--- config.mk ---
export PLATFORM = sky130hd
export DESIGN_NAME = reliable_datagram_channel_sequencer
export DESIGN_NICKNAME = d
export VERILOG_FILES = /design/src/hdl/rdcs_pkg.sv /design/src/hdl/reliable_datagram_channel_sequencer.sv
export SDC_FILE = /design/constraint.sdc
export NUM_CORES = 1
export LEC_CHECK = 0
export BUFFER_PORTS_ARGS = -buffer_cell sky130_fd_sc_hd__buf_4
export CELL_PAD_IN_SITES_DETAIL_PLACEMENT = 0
export CELL_PAD_IN_SITES_GLOBAL_PLACEMENT = 1
export CORE_UTILIZATION = 42
export DETAILED_ROUTE_END_ITERATION = 7
export PLACE_DENSITY_LB_ADDON = 0.1
export SYNTH_ARGS = -nofsm -noshare
export SYNTH_HDL_FRONTEND = slang
export SYNTH_SLANG_ARGS = --single-unit
--- constraint.sdc ---
create_clock -name clk -period 6.35 [get_ports clk]
set_input_delay 1.27 -clock clk [delete_from_list [all_inputs] [get_ports clk]]
set_output_delay 1.27 -clock clk [all_outputs]
set_load 0.005 [all_outputs]
--- src/hdl/rdcs_pkg.sv ---
// ----------------------------------------------------------------------------
// rdcs_pkg
// Types and constants for the reliable datagram channel sequencer.
// ----------------------------------------------------------------------------
`timescale 1ns / 1ps

package rdcs_pkg;

    localparam int SEQ_W       = 31;
    localparam int LEN_W       = 13;
    localparam int WORD_W      = 32;
    localparam int TAG_W       = 16;
    localparam int CFG_INDEX_W = 2;
    localparam int SUM_W       = 17;

    localparam logic [SUM_W-1:0] MAX_PACKET_BYTES    = 17'd4096;
    localparam logic [SUM_W-1:0] LEGACY_PACKET_BYTES = 17'd1400;
    localparam logic [SUM_W-1:0] HEADER_BYTES        = 17'd8;
    localparam logic [TAG_W-1:0] SHORT_TAG_MAX       = 16'h00FF;

    // func codes
    localparam logic FUNC_TX = 1'b0;
    localparam logic FUNC_RX = 1'b1;

    // status codes
    localparam logic [1:0] ST_OK        = 2'd0;
    localparam logic [1:0] ST_OVERFLOW  = 2'd1;
    localparam logic [1:0] ST_TOO_LARGE = 2'd2;
    localparam logic [1:0] ST_STALE     = 2'd3;

    // qport field sizes
    localparam logic [1:0] PORT_NONE  = 2'd0;
    localparam logic [1:0] PORT_SHORT = 2'd1;
    localparam logic [1:0] PORT_LONG  = 2'd2;

    // configuration register indexes
    localparam logic [CFG_INDEX_W-1:0] CFG_IS_CLIENT = 2'd0;
    localparam logic [CFG_INDEX_W-1:0] CFG_EXTENDED  = 2'd1;
    localparam logic [CFG_INDEX_W-1:0] CFG_PORT_TAG  = 2'd2;

    typedef struct packed {
        logic [1:0]        status;
        logic [WORD_W-1:0] tx_seq_word;
        logic [WORD_W-1:0] tx_ack_word;
        logic [1:0]        port_field_bytes;
        logic              tx_reliable_flag;
        logic [LEN_W-1:0]  reliable_bytes;
        logic              took_pending;
        logic [LEN_W-1:0]  packet_bytes;
        logic              accepted;
        logic              rx_reliable_flag;
        logic [SEQ_W-1:0]  dropped_count;
    } result_t;

endpackage

--- src/hdl/reliable_datagram_channel_sequencer.sv ---
// ----------------------------------------------------------------------------
// reliable_datagram_channel_sequencer
// Header and bookkeeping engine for a sequenced datagram channel.
// Each input transaction passes the input register, then the result register,
// before result valid; throughput: one transaction per cycle unless out_ready stalls.
// The state update for one item is finished in the cycle it leaves the input
// register, so the next item sees it without a bubble.
// Reset (rst_n low, asynchronous) empties both stages, clears configuration,
// and sets out_sequence to 1 with all other channel state at 0.
// ----------------------------------------------------------------------------
`timescale 1ns / 1ps

module reliable_datagram_channel_sequencer
    import rdcs_pkg::*;
(
    input  logic                   clk,
    input  logic                   rst_n,

    input  logic                   cfg_we,
    input  logic [CFG_INDEX_W-1:0] cfg_index,
    input  logic [TAG_W-1:0]       cfg_data,

    input  logic                   in_valid,
    output logic                   in_ready,
    input  logic                   func,
    input  logic [LEN_W-1:0]       pending_bytes,
    input  logic                   pending_overflowed,
    input  logic [LEN_W-1:0]       unreliable_bytes,
    input  logic [WORD_W-1:0]      rx_seq_word,
    input  logic [WORD_W-1:0]      rx_ack_word,

    output logic                   out_valid,
    input  logic                   out_ready,
    output logic [1:0]             status,
    output logic [WORD_W-1:0]      tx_seq_word,
    output logic [WORD_W-1:0]      tx_ack_word,
    output logic [1:0]             port_field_bytes,
    output logic                   tx_reliable_flag,
    output logic [LEN_W-1:0]       reliable_bytes,
    output logic                   took_pending,
    output logic [LEN_W-1:0]       packet_bytes,
    output logic                   accepted,
    output logic                   rx_reliable_flag,
    output logic [SEQ_W-1:0]       dropped_count
);

    // configuration
    logic             is_client_reg;
    logic             extended_reg;
    logic [TAG_W-1:0] port_tag_reg;

    // input stage
    logic              s1_valid_reg;
    logic              s1_func_reg;
    logic [LEN_W-1:0]  s1_pending_reg;
    logic              s1_overflow_reg;
    logic [LEN_W-1:0]  s1_unrel_reg;
    logic [WORD_W-1:0] s1_seq_word_reg;
    logic [WORD_W-1:0] s1_ack_word_reg;

    // channel state
    logic [SEQ_W-1:0] out_sequence_reg, out_sequence_next;
    logic [SEQ_W-1:0] in_sequence_reg, in_sequence_next;
    logic             reliable_bit_reg, reliable_bit_next;
    logic             in_reliable_bit_reg, in_reliable_bit_next;
    logic [SEQ_W-1:0] last_sent_reg, last_sent_next;
    logic [SEQ_W-1:0] in_ack_seq_reg, in_ack_seq_next;
    logic             in_ack_bit_reg, in_ack_bit_next;
    logic [LEN_W-1:0] rel_len_reg, rel_len_next;

    // result stage
    logic    out_valid_reg;
    result_t res_reg, res_next;

    logic in_fire, s1_fire, s1_advance;

    // transmit terms
    logic             take;
    logic             resend;
    logic             sr;
    logic [LEN_W-1:0] slot_len;
    logic [LEN_W-1:0] rel;
    logic [SEQ_W-1:0] seq_inc;
    logic [1:0]       tx_port;
    logic [SUM_W-1:0] total;
    logic [SUM_W-1:0] limit;

    // receive terms
    logic [SEQ_W-1:0] rx_seq;
    logic [SEQ_W-1:0] rx_ack;
    logic             rx_stale;
    logic [1:0]       rx_port;

    assign s1_advance = !out_valid_reg || out_ready;
    assign s1_fire    = s1_valid_reg && s1_advance;
    assign in_ready   = !s1_valid_reg || s1_advance;
    assign in_fire    = in_valid && in_ready;

    always_ff @(posedge clk or negedge rst_n)
    begin
        if (!rst_n)
        begin
            is_client_reg <= 1'b0;
            extended_reg  <= 1'b0;
            port_tag_reg  <= '0;
        end
        else if (cfg_we)
        begin
            unique case (cfg_index)
                CFG_IS_CLIENT: is_client_reg <= cfg_data[0];
                CFG_EXTENDED:  extended_reg  <= cfg_data[0];
                CFG_PORT_TAG:  port_tag_reg  <= cfg_data;
                default:       ;
            endcase
        end
    end

    // input register
    always_ff @(posedge clk or negedge rst_n)
    begin
        if (!rst_n)
        begin
            s1_valid_reg <= 1'b0;
        end
        else if (in_ready)
        begin
            s1_valid_reg <= in_valid;
        end
    end

    always_ff @(posedge clk)
    begin
        if (in_fire)
        begin
            s1_func_reg     <= func;
            s1_pending_reg  <= pending_bytes;
            s1_overflow_reg <= pending_overflowed;
            s1_unrel_reg    <= unreliable_bytes;
            s1_seq_word_reg <= rx_seq_word;
            s1_ack_word_reg <= rx_ack_word;
        end
    end

    // transmit datapath
    always_comb
    begin
        take     = (rel_len_reg == '0) && (s1_pending_reg != '0);
        resend   = (in_ack_seq_reg > last_sent_reg) && (in_ack_bit_reg != reliable_bit_reg);
        sr       = resend || take;
        slot_len = take ? s1_pending_reg : rel_len_reg;
        rel      = sr ? slot_len : '0;
        seq_inc  = out_sequence_reg + 1'b1;

        tx_port = PORT_NONE;
        if (is_client_reg)
        begin
            if (!extended_reg)
                tx_port = PORT_LONG;
            else if (port_tag_reg != '0)
                tx_port = PORT_SHORT;
        end

        total = HEADER_BYTES + {15'd0, tx_port} + {4'd0, rel} + {4'd0, s1_unrel_reg};
        limit = extended_reg ? MAX_PACKET_BYTES : LEGACY_PACKET_BYTES;
    end

    // receive datapath
    always_comb
    begin
        rx_seq   = s1_seq_word_reg[SEQ_W-1:0];
        rx_ack   = s1_ack_word_reg[SEQ_W-1:0];
        rx_stale = rx_seq <= in_sequence_reg;

        rx_port = PORT_NONE;
        if (!is_client_reg)
        begin
            if (!extended_reg || (port_tag_reg > SHORT_TAG_MAX))
                rx_port = PORT_LONG;
            else if (port_tag_reg != '0)
                rx_port = PORT_SHORT;
        end
    end

    // result and state update
    always_comb
    begin
        res_next             = '0;
        out_sequence_next    = out_sequence_reg;
        in_sequence_next     = in_sequence_reg;
        reliable_bit_next    = reliable_bit_reg;
        in_reliable_bit_next = in_reliable_bit_reg;
        last_sent_next       = last_sent_reg;
        in_ack_seq_next      = in_ack_seq_reg;
        in_ack_bit_next      = in_ack_bit_reg;
        rel_len_next         = rel_len_reg;

        if (s1_func_reg == FUNC_RX)
        begin
            res_next.port_field_bytes = rx_port;
            res_next.rx_reliable_flag = s1_seq_word_reg[WORD_W-1];
            if (rx_stale)
            begin
                res_next.status = ST_STALE;
            end
            else
            begin
                res_next.status        = ST_OK;
                res_next.accepted      = 1'b1;
                res_next.dropped_count = rx_seq - in_sequence_reg - 1'b1;
                if (s1_ack_word_reg[WORD_W-1] == reliable_bit_reg)
                    rel_len_next = '0;
                in_sequence_next = rx_seq;
                in_ack_seq_next  = rx_ack;
                in_ack_bit_next  = s1_ack_word_reg[WORD_W-1];
                if (s1_seq_word_reg[WORD_W-1])
                    in_reliable_bit_next = !in_reliable_bit_reg;
            end
        end
        else if (s1_overflow_reg)
        begin
            res_next.status = ST_OVERFLOW;
        end
        else
        begin
            res_next.tx_seq_word      = {sr, out_sequence_reg};
            res_next.tx_ack_word      = {in_reliable_bit_reg, in_sequence_reg};
            res_next.port_field_bytes = tx_port;
            res_next.tx_reliable_flag = sr;
            res_next.reliable_bytes   = rel;
            res_next.took_pending     = take;
            if (total > limit)
            begin
                res_next.status = ST_TOO_LARGE;
            end
            else
            begin
                res_next.status       = ST_OK;
                res_next.packet_bytes = total[LEN_W-1:0];
            end
            out_sequence_next = seq_inc;
            if (take)
            begin
                rel_len_next      = s1_pending_reg;
                reliable_bit_next = !reliable_bit_reg;
            end
            if (sr)
                last_sent_next = seq_inc;
        end
    end

    always_ff @(posedge clk or negedge rst_n)
    begin
        if (!rst_n)
        begin
            out_sequence_reg    <= SEQ_W'(1);
            in_sequence_reg     <= '0;
            reliable_bit_reg    <= 1'b0;
            in_reliable_bit_reg <= 1'b0;
            last_sent_reg       <= '0;
            in_ack_seq_reg      <= '0;
            in_ack_bit_reg      <= 1'b0;
            rel_len_reg         <= '0;
        end
        else if (s1_fire)
        begin
            out_sequence_reg    <= out_sequence_next;
            in_sequence_reg     <= in_sequence_next;
            reliable_bit_reg    <= reliable_bit_next;
            in_reliable_bit_reg <= in_reliable_bit_next;
            last_sent_reg       <= last_sent_next;
            in_ack_seq_reg      <= in_ack_seq_next;
            in_ack_bit_reg      <= in_ack_bit_next;
            rel_len_reg         <= rel_len_next;
        end
    end

    // result register
    always_ff @(posedge clk or negedge rst_n)
    begin
        if (!rst_n)
        begin
            out_valid_reg <= 1'b0;
        end
        else if (s1_advance)
        begin
            out_valid_reg <= s1_valid_reg;
        end
    end

    always_ff @(posedge clk)
    begin
        if (s1_fire)
        begin
            res_reg <= res_next;
        end
    end

    assign out_valid        = out_valid_reg;
    assign status           = res_reg.status;
    assign tx_seq_word      = res_reg.tx_seq_word;
    assign tx_ack_word      = res_reg.tx_ack_word;
    assign port_field_bytes = res_reg.port_field_bytes;
    assign tx_reliable_flag = res_reg.tx_reliable_flag;
    assign reliable_bytes   = res_reg.reliable_bytes;
    assign took_pending     = res_reg.took_pending;
    assign packet_bytes     = res_reg.packet_bytes;
    assign accepted         = res_reg.accepted;
    assign rx_reliable_flag = res_reg.rx_reliable_flag;
    assign dropped_count    = res_reg.dropped_count;

    // advance the sequence exactly once per good transmit
    a_seq_advance: assert property (@(posedge clk) disable iff (!rst_n)
        (s1_fire && s1_func_reg == FUNC_TX && !s1_overflow_reg)
        |=> out_sequence_reg == SEQ_W'($past(out_sequence_reg) + 1'b1))
        else $error("out_sequence did not advance on transmit");

    // hold receive state on a stale header
    a_stale_hold: assert property (@(posedge clk) disable iff (!rst_n)
        (s1_fire && s1_func_reg == FUNC_RX && rx_stale)
        |=> $stable(in_sequence_reg) && $stable(rel_len_reg))
        else $error("stale header changed receive state");

    // an accepted header always moves in_sequence forward
    a_rx_forward: assert property (@(posedge clk) disable iff (!rst_n)
        (s1_fire && s1_func_reg == FUNC_RX && !rx_stale)
        |=> in_sequence_reg > $past(in_sequence_reg))
        else $error("accepted header did not advance in_sequence");

    // stall input only when both stages are full and the output is blocked
    a_stall_cause: assert property (@(posedge clk) disable iff (!rst_n)
        !in_ready |-> (s1_valid_reg && out_valid_reg && !out_ready))
        else $error("input stalled without a full pipeline");

    // a stale result never reports acceptance
    a_stale_result: assert property (@(posedge clk) disable iff (!rst_n)
        (out_valid_reg && res_reg.status == ST_STALE) |-> !res_reg.accepted)
        else $error("stale result marked accepted");

endmodule
==> results list <==
- STA classifies the critical path startpoint as a register.
- Yosys printed 0 warnings.
* Worst Setup End Kind: register
* Reg-to-reg slack, setup: 0.28 ns
- Final instance count without filler cells: 2295
* CTS sink cnt: 380
- Critical path data required time: 6.73 ns
- TritonCTS built the clock tree.
- In the final layout, flip-flops and latches occupy 10610 sq um.
- The first TritonRoute pass finished after 5 iterations.
* Cell occurring most often along the worst timing path: a21o_1
- Row generation in the floorplan step produced 74 rows.
- Minimum period implied by the final worst setup slack: 6.070 ns
- In this run the worst path has a maximum fanout of 4.
* Post-synthesis cell type with the largest combined area: edfxtp_1
* Transition at the pin with the smallest max-transition slack: 0.8986 ns
* Max capacitance violation total: 0
- Final number of max-transition violations: 0
- In this run the critical register-to-register path is launched from last_sent_reg[12].
- Horizontal extent of the die: 207.3 um
- Area post-placement: 20200 sq um
- Adder-Cell Fraction of Synth Area: 0.07096
- Total of endpoints with negative setup slack in the final report: 0
- The worst pin sits at a relative slew slack of 0.3977.
* Leak: 9.642 nW
- For this run, the slowest stage of the critical path takes 0.49 ns.
- Setup repair after global routing could not meet its margin everywhere.
- Endpoint of the worst-slack reg-to-reg timing path: packet_bytes[12]
* Leading post-synthesis cells by cell area: edfxtp_1, dfrtp_1, ha_1
- Post-synth top flop: edfxtp_1
* Clock edge transition at the registers on the reported setup and hold paths: 0.06 ns
* Residual DRC: 0
* Mean number of vias per cell: 5.137
* EDFF count, synth: 220
* Combined area of the multi-input logic cells: 6795 sq um
- In the final routed layout, each cell accounts on average for 18.82 um.
- Area share of xor/xnor cells in the synthesized design: 0.04453
* Final HPWL DP: 30180 um
- The number of antenna violations at the first check in global routing came to 1.
* Sequential element share of the synthesized area: 0.5994
* Initial Util: 0.4296
- Number of global-route vias before repair: 12130
- Master cell of the clock root buffer: clkbuf_16
* Worst Path Arrival: 6.46 ns
- The first global-routing pass estimated 68080 um of wire.
* Outcome: completed
* Compound-gate portion of the synthesized area: 0.07839
- Post-route ant nets: 0
- Pin placement for this block handled 246 I/O pins.
- Summed over all failing endpoints, the final setup total negative slack is 0 ns.
- By area, the combinational part of the netlist is dominated by simple AND/OR/NAND/NOR gates.
- Once placement completed, the tool counted placed cells totaling 2208.
- The tightest min-delay check is of the register to register type.
* Fraction of final layout cells with drive strength greater than 1: 0.2520
* Weighted congestion at the end of routability-driven global placement: 0.8582
- The average instance in the mapped netlist occupies 12.16 sq um.
* Multiplexer area fraction after synthesis: 0.05054
* Aggregate routed wire length: 43180 um
* TritonCTS Buffers: 43
- Starting DRT DRC Count: 596
- Post-synth ARST share: 0.4211
- After global routing the overflow that remains totals 0.
- Critical-path top delay cell: fa_2
- Post-synthesis simple-gate area fraction: 0.1255
- Number of synthesized register bits: 380
* Number of buffers on the longest clock path: 3
- The die covers 42970 sq um.
* Count of distinct cell types in the synthesized netlist: 65
- Buffers placed on the I/O ports in this run total 245.
* All-Layer GR Usage: 0.2033
- Via count: 11790
- Period Utilization, post-route: 0.9560
- Nets@finish: 1940
* Skew-Pair Late Insertion Delay: 0.57 ns
- From bottom edge to top edge, the die measures 207.3 um.
- Finished layout cell area: 21930 sq um
- Core outline area: 41200 sq um
* Worst Clk Skew: 0.01733 ns
- Entering global routing, the biggest net connects 82 pins.
* Area Overhead vs Synth: 23.88%
- Net count after synthesis: 1669
* Synth top area share: 0.3732
- CP Class: register to register
- Number of fill cells in the layout: 3622
- Largest vdd supply drop: 166.0 uV
- Critical Path Sink: packet_bytes[12]
- Measured in cells, the most critical reg-to-reg path has a length of 28.
* Synthesized instance count: 1456
* Power per unit of standard cell area: 280.7 nW/um^2
* Max Fclk: 164.7 MHz
- Final Hold Vio Count: 0
- Tracing the worst setup path back leads to its startpoint at last_sent_reg[12].
- The cell area that synthesis handed to floorplanning was 17700 sq um.
- H-Tree Depth: 2
-- cells in the final DEF, fill, tap and decap left out, types with 6 or more instances in the layout --
master	synthesis	final
nor2b_1	10	10
mux2_2	50	50
a31oi_1	6	6
clkbuf_1	27	7
ha_1	94	91
nand2b_1	10	10
o21a_1	10	10
edfxtp_1	220	220
a21o_1	23	23
a211oi_1	13	11
nor2_1	137	133
or3_1	14	13
clkbuf_16	0	45
nor3_1	32	29
inv_1	87	85
buf_4	1	272
and3_1	17	17
clkinv_1	0	6
and2_1	39	38
nand2_1	92	91
dfrtp_1	159	159
or2_2	7	7
nor4_1	10	8
xnor2_1	55	55
nand4_1	19	19
o21ai_0	57	56
clkinv_2	0	10
nand3_1	33	32
mux2i_1	32	32
a21oi_1	67	64
xor2_1	35	35
-- cell families after synthesis --
logic type,after synthesis
and+or+nand+nor,449
DFF,380
AOI/OAI and AO/OA,219
buffers and inverters,137
adders and majority gates,98
xor gates and xnor gates,90
muxes,83
-- critical path, delay by kind of cell (launching register included) --
kind | cells | cell delay (ns)
adder cells (fa/ha/maj) | 4 | 1.32
flip-flops | 1 | 0.33
buffers and inverters | 3 | 0.48
AO/OA/AOI/OAI | 11 | 2.46
AND/OR/NAND/NOR | 10 | 1.31
-- area by class of cell --
cell class / instances / area share
diodes: 1 / 0.0001141
inverters: 87 / 0.01512
repair buffers: 276 / 0.09551
clock buffers: 56 / 0.05454
multi-input cells: 939 / 0.3099
well taps: 532 / 0.03035
flip-flops and latches: 380 / 0.4839
clock inverters: 24 / 0.01061
-- timing repair --
action / 4_1_cts / 5_1_grt
resized for setup: 11 / 35
hold buffers: 0 / 0
endpoints found under the setup margin: 14 / 14
cloned: 1 / 0
setup buffers: 2 / 3
pin swaps: 5 / 21
-- how the worst min path moves through the flow --
stage                        start                  end  slack [ns]  depth (start not counted)
2_1_floorplan   s1_ack_word_reg[0]    in_ack_seq_reg[0]        0.43                          2
3_3_place_gp   in_reliable_bit_reg  in_reliable_bit_reg        0.45                          1
3_5_place_dp   in_reliable_bit_reg  in_reliable_bit_reg        0.45                          1
4_1_cts        in_reliable_bit_reg  in_reliable_bit_reg        0.47                          1
5_1_grt        s1_ack_word_reg[25]   in_ack_seq_reg[25]        0.49                          1
6_report       in_reliable_bit_reg  in_reliable_bit_reg        0.47                          1
-- metal layers --
layer,global-route usage,up-vias,wire (um)
li1,-,5746,-
met1,0.2669,5730,19460
met2,0.3415,253,20910
met3,0.03585,61,1826
met4,0.06562,0,986
met5,0,-,0
-- metrics by stage --
| stage | hold WS, ns | utilization | setup slack (ns) | power, W |
|---|---|---|---|---|
| 6_report | 0.4688 | 0.5323 | 0.2796 | 0.006156 |
| 5_1_grt | 0.4853 | 0.5322 | -0.06557 | 0.006436 |
| 4_1_cts | 0.4658 | 0.5272 | 0.01464 | 0.006213 |
| 3_5_place_dp | 0.4546 | 0.4902 | -0.2322 | 0.003671 |
| 3_3_place_gp | 0.4534 | 0.4902 | -0.003025 | 0.003661 |
| 2_1_floorplan | 0.4260 | - | 0.01274 | 0.003335 |
-- cells in the mapped netlist, types with 3 or more instances --
cell type and number:
a211o_1 3, a211oi_1 13, a21o_1 23, a21oi_1 67, a221oi_1 4, a31oi_1 6, and2_1 39, and3_1 17
and4_1 4, buf_1 7, buf_2 14, clkbuf_1 27, dfrtp_1 159, edfxtp_1 220, fa_1 4, ha_1 94
inv_1 87, mux2_2 50, mux2i_1 32, nand2_1 92, nand2b_1 10, nand3_1 33, nand3b_1 4, nand4_1 19
nor2_1 137, nor2b_1 10, nor3_1 32, nor3b_1 5, nor4_1 10, nor4b_1 6, o211ai_1 5, o21a_1 10
o21ai_0 57, o21bai_1 5, o31a_1 3, or2_2 7, or3_1 14, xnor2_1 55, xor2_1 35
-- report_power, final --
| group | total (W) | internal [W] | switching, W |
|---|---|---|---|
| clock | 0.00250 | 0.00149 | 0.00101 |
| combinational | 0.000698 | 0.000316 | 0.000382 |
| sequential | 0.00296 | 0.00284 | 0.000120 |
(Power assumes the default switching activity.)
